$ cat src/rtl/sed_pkg.sv
// ----------------------------------------------------------------------------
// sed_pkg
// Shared types, widths and helpers for the Sobel edge detector.
// ----------------------------------------------------------------------------
package sed_pkg;

    localparam int MaxWidth  = 2048;
    localparam int HeightMax = 2048;
    localparam int ColW      = 11;
    localparam int GeoW      = 12;
    localparam int LumW      = 16;
    localparam int GradW     = 19;
    localparam int SqW       = 36;
    localparam int RadW      = 37;
    localparam int RootW     = 19;
    localparam int MagW      = 11;
    localparam int ThrW      = 11;
    localparam int BriW      = 8;
    localparam int AddrW     = 4;

    localparam logic [7:0] CoefRed   = 8'd54;
    localparam logic [7:0] CoefGreen = 8'd183;
    localparam logic [7:0] CoefBlue  = 8'd18;

    typedef enum logic [1:0] {
        REG_FRAME_WIDTH,
        REG_FRAME_HEIGHT,
        REG_EDGE_THRESHOLD,
        REG_BRIGHT_THRESHOLD
    } reg_idx_t;

    typedef enum logic [2:0] {
        ST_IDLE,
        ST_FETCH,
        ST_LOAD,
        ST_BORDER,
        ST_MUL,
        ST_SUM,
        ST_ROOT,
        ST_OUT
    } sed_state_t;

    // Q8.8 luminance, fits 16 bits for 8-bit components
    function automatic logic [LumW-1:0] luma(input logic [7:0] r, input logic [7:0] g,
                                             input logic [7:0] b);
        logic [LumW-1:0] acc;
        acc = LumW'(CoefRed) * LumW'(r) + LumW'(CoefGreen) * LumW'(g)
            + LumW'(CoefBlue) * LumW'(b);
        return acc;
    endfunction

endpackage

$ cat src/rtl/sed_isqrt.sv
// ----------------------------------------------------------------------------
// sed_isqrt
// Bit-serial integer square root: one root bit per cycle, two radicand
// bits shifted in per cycle.
// ----------------------------------------------------------------------------
module sed_isqrt (
    input  logic                      aclk,
    input  logic                      aresetn,
    input  logic                      start,
    input  logic [sed_pkg::RadW-1:0]  radicand,
    output logic                      done,
    output logic [sed_pkg::RootW-1:0] root
);
    import sed_pkg::*;

    localparam int ShW  = 2 * RootW;
    localparam int RemW = RootW + 2;
    localparam int CntW = $clog2(RootW);

    logic [ShW-1:0]   rad_reg,  rad_next;
    logic [RemW-1:0]  rem_reg,  rem_next;
    logic [RootW-1:0] root_reg, root_next;
    logic [CntW-1:0]  cnt_reg,  cnt_next;
    logic             busy_reg, busy_next;
    logic             done_reg, done_next;
    logic [RemW+1:0]  rem_t;
    logic [RemW+1:0]  trial;

    always_comb begin
        rad_next  = rad_reg;
        rem_next  = rem_reg;
        root_next = root_reg;
        cnt_next  = cnt_reg;
        busy_next = busy_reg;
        done_next = 1'b0;
        rem_t     = {rem_reg, rad_reg[ShW-1 -: 2]};
        trial     = {2'b00, root_reg, 2'b01};
        if (start) begin
            rad_next  = ShW'(radicand);
            rem_next  = '0;
            root_next = '0;
            cnt_next  = '0;
            busy_next = 1'b1;
        end else if (busy_reg) begin
            rad_next = {rad_reg[ShW-3:0], 2'b00};
            if (rem_t >= trial) begin
                rem_next  = RemW'(rem_t - trial);
                root_next = {root_reg[RootW-2:0], 1'b1};
            end else begin
                rem_next  = RemW'(rem_t);
                root_next = {root_reg[RootW-2:0], 1'b0};
            end
            cnt_next = cnt_reg + 1'b1;
            if (cnt_reg == CntW'(RootW - 1)) begin
                busy_next = 1'b0;
                done_next = 1'b1;
            end
        end
    end

    always_ff @(posedge aclk) begin
        if (!aresetn) begin
            busy_reg <= 1'b0;
            done_reg <= 1'b0;
            cnt_reg  <= '0;
        end else begin
            busy_reg <= busy_next;
            done_reg <= done_next;
            cnt_reg  <= cnt_next;
        end
    end

    always_ff @(posedge aclk) begin
        rad_reg  <= rad_next;
        rem_reg  <= rem_next;
        root_reg <= root_next;
    end

    assign done = done_reg;
    assign root = root_reg;

endmodule

$ cat config.mk
export PLATFORM = sky130hd
export DESIGN_NAME = sed_isqrt
export DESIGN_NICKNAME = d
export VERILOG_FILES = /design/src/rtl/sed_pkg.sv /design/src/rtl/sed_isqrt.sv
export SDC_FILE = /design/constraint.sdc
export NUM_CORES = 1
export LEC_CHECK = 0
export BUFFER_PORTS_ARGS = -buffer_cell sky130_fd_sc_hd__buf_2
export CELL_PAD_IN_SITES_DETAIL_PLACEMENT = 0
export CELL_PAD_IN_SITES_GLOBAL_PLACEMENT = 1
export CORE_MARGIN = 4
export CORE_UTILIZATION = 45
export CTS_BUF_LIST = sky130_fd_sc_hd__clkbuf_2 sky130_fd_sc_hd__clkbuf_4 sky130_fd_sc_hd__clkbuf_8
export DETAILED_ROUTE_END_ITERATION = 10
export PLACE_DENSITY = 0.77
export SLEW_MARGIN = 20
export SYNTH_ARGS = -nofsm -noshare
export SYNTH_HDL_FRONTEND = slang
export SYNTH_SLANG_ARGS = --single-unit
$ cat constraint.sdc
create_clock -name aclk -period 3 [get_ports aclk]
set_input_delay 0.45 -clock aclk [delete_from_list [all_inputs] [get_ports aclk]]
set_output_delay 0.45 -clock aclk [all_outputs]
set_load 0.02 [all_outputs]
==> flow_summary.yaml <==
cts:
  post-cts-setup-buffers: 0
  numCtsBuffers: 9
  cts_tree: "yes"
  root_buffer: "clkbuf_8"
  path_clk_slew_ns: 0.08
  cts_sinks: 85
  h-tree-depth: 3
  clockBufferDepth: 2
  worstSkewPairLatency_ns: 0.37
placement:
  place_area_sq_um: 5110
  port-buffer-count: 59
  gp_congestion: 0.861
  hpwl_um: 6880
floorplanning:
  rows: 36
  die_w_um: 110
  die_area_sq_um: 12000
  die_h_um: 110
  core-area_sq_um: 9910
  num_io_pins: 60
  start_util_pct: 46.9
critical_path:
  end_kind: "register"
  arrival_ns: 2.98
  cp.required_ns: 3.21
  worstSetupStartpointType: "register"
  cpMaxStageDelayCell: "a2111o_1"
  max_stage_delay_ns: 0.47
  setup.worst_path.class: "reg -> reg"
  path_cells: "inv_1 -> ha_1 -> nand4_1 -> nor2_1 -> a41o_1 -> a2111o_1 -> or2_4 -> buf_4 -> a31oi_1 -> a211oi_1"
  r2r_slack_ns: 0.23
  reg2reg_depth: 10
  cp_max_fo: 7
  r2r_start: "root[10]"
  r2r_end: "rem_reg[11]"
detailed_routing:
  dr.first_iter.drc_count: 173
  drc: 0
  vias_per_cell: 5.32
  first_pass_iters: 4
  wl_per_cell_um: 14.7
  wl_um: 9690
  ant_nets: 0
  vias: 3508
global_routing:
  first_global_vias: 3391
  grtUsageTotal_pct: 16.8
  grt_antenna_before_repair: 0
  grt_max_degree: 66
  grt-ovfl-total: 0
  grt_pass1_wl_um: 15900
sta:
  min_period_over_period_pct: 92.3
  max_freq_mhz: 361
  worst_pin_slew_ns: 0.852
  holdWs_ns: 0.315
  relSlewSlack_pct: 43.2
  clock_skew_ns: 0.00690
  rsz0062_at_grt: "no"
  period_minus_slack_ns: 2.77
  fin_setup_tns_ns: 0
  hold_violations: 0
  setup_viol: 0
  finalMaxSlewViolations: 0
run_status:
  outcome: "complete, no violations"
flow_run:
  max-cap-violations: 0
logic_synthesis:
  yosysTopAreaCellShare_pct: 23.9
  ys.flop_type: "dfxtp_1"
  ys_warn_count: 0
  synth_edf_count: 37
  avgSynthCellArea_sq_um: 10.1
  synthArstFlopShare_pct: 0
  ys_seq_elements: 85
  syn_inst: 460
  synth.distinct_cells: 63
  synth.area.top_cells: "edfxtp_1 (24%), dfxtp_1 (21%), mux2_2 (8.5%), ha_1 (6.2%), nor2_1 (4.5%)"
  syn-cell-area_sq_um: 4650
  ys_seq_area_share_pct: 44.6
  synth_top_area_cell: "edfxtp_1"
  synth_nets: 523
layout:
  drive_above_1_share_pct: 27.3
  fin_nets: 585
  synthToLayoutAreaGrowth_pct: 14.7
  fin_util_pct: 53.8
  insertedDiodeCount: 0
  largest_register_ff_count: 38
  final_area_sq_um: 5330
hold_path:
  min-delay-start: "aresetn"
  holdPathEnd: "busy_reg"
  min_delay_path_depth: 2
  hold_class: "in -> reg"
pwr:
  vdd_drop_max_mv: 0.312
  power_leakage_uw: 0.00217
  powerDensity_nw_per_um2: 651
through the flow:
step	total power (uW)	worst slack (ns)	cells
global placement	2560	0.221	644
detailed placement	2580	0.193	644
CTS	3490	0.168	660
global route	3700	0.0320	660
floorplan	2300	0.217	460
finish	3470	0.232	660
how the worst max path moves through the flow:
stage          startpoint          end  slack, ns  cells past startpoint
3_3_place_gp     root[11]  rem_reg[11]       0.22                     10
2_1_floorplan    root[15]   rem_reg[9]       0.22                     11
5_1_grt          root[15]  rem_reg[11]       0.03                     10
4_1_cts          root[15]  rem_reg[11]       0.17                     10
3_5_place_dp     root[15]  rem_reg[11]       0.19                     10
6_report         root[10]  rem_reg[11]       0.23                     10
logic make-up (layout without fill, tap and decap cells):
| group | Yosys count | in the layout | share of synthesized area, % |
|---|---|---|---|
| AOI/OAI and AO/OA | 94 | 94 | 15.1 |
| xor gates and xnor gates | 16 | 16 | 3.01 |
| adders and majority gates | 23 | 23 | 6.19 |
| buffers and inverters | 52 | 119 | 4.95 |
| DFF | 85 | 85 | 44.6 |
| muxes | 54 | 54 | 12.6 |
| and+or+nand+nor | 136 | 136 | 13.6 |
area by class of cell:
type / instances / area (sq um)
tap: 133 / 166
clock inverter: 6 / 85.1
timing repair buffer: 75 / 415
clock buffer: 10 / 131
multi-input combinational: 323 / 2360
fill: 974 / 4580
inverter: 28 / 105
sequential: 85 / 2070
layer usage:
metal	GRT usage, %	up-vias	share of wire (%)
li1	-	1787	-
met1	23.2	1646	48
met2	25.5	58	46
met3	2.88	17	4.0
met4	8.10	0	1.8
met5	0	-	0
cell usage in the layout, fill, tap and decap left out, drive strengths merged, types with 3 or more instances in the layout:
| master | n |
|---|---|
| buf | 75 |
| nor2 | 57 |
| dfxtp | 48 |
| edfxtp | 37 |
| mux2 | 35 |
| nand2 | 34 |
| inv | 30 |
| ha | 23 |
| a21oi | 22 |
| mux2i | 19 |
| o21ai | 14 |
| a311oi | 12 |
| xor2 | 10 |
| clkbuf | 10 |
| a211oi | 8 |
| nand2b | 7 |
| or3 | 7 |
| xnor2 | 6 |
| nor3 | 6 |
| and3 | 5 |
| o21bai | 4 |
| nand4 | 4 |
| a211o | 4 |
| a31oi | 4 |
| and2 | 4 |
| o21a | 3 |
| or2 | 3 |
| o22ai | 3 |
cell usage after synthesis (2+ instances only):
| cell | n |
|---|---|
| ha_1 | 23 |
| buf_1 | 3 |
| o211ai_1 | 2 |
| and2_1 | 3 |
| a31oi_1 | 4 |
| mux2_2 | 35 |
| mux2i_1 | 19 |
| clkbuf_1 | 16 |
| inv_1 | 28 |
| nand3b_1 | 2 |
| nand4_1 | 4 |
| a211oi_1 | 7 |
| a21boi_0 | 2 |
| nor2_1 | 56 |
| and3_1 | 5 |
| a211o_1 | 4 |
| edfxtp_1 | 37 |
| a311oi_2 | 3 |
| xnor2_1 | 6 |
| nor3_1 | 6 |
| nand2b_1 | 7 |
| nand2_1 | 34 |
| buf_6 | 3 |
| o21bai_1 | 4 |
| o21ai_0 | 12 |
| a2111oi_2 | 2 |
| or2_2 | 2 |
| a21oi_1 | 21 |
| o21ai_1 | 2 |
| xor2_1 | 10 |
| o21a_1 | 3 |
| or3_1 | 6 |
| a31o_2 | 2 |
| nand3_1 | 2 |
| o22ai_1 | 2 |
| a311oi_1 | 9 |
| dfxtp_1 | 48 |
worst max-delay path: cells and delay by family (launching register included):
kind | cells | cell delay (ns)
fa+ha+maj | 1 | 0.39
flops | 1 | 0.37
simple gates | 3 | 0.59
buf+inv | 2 | 0.22
compound gates | 4 | 1.04
timing repair:
action / 4_1_cts / 5_1_grt
setup endpoints to repair: 0 / 6
hold buffers: 0 / 0
gates resized for setup: 0 / 2
power breakdown:
group	switching (uW)	internal, uW	leakage [uW]	total, uW
Clock	426	479	0.000110	905
Sequential	57.3	1320	0.000766	1380
Combinational	653	532	0.00129	1180
No activity file was read; power rests on OpenSTA's default activity.
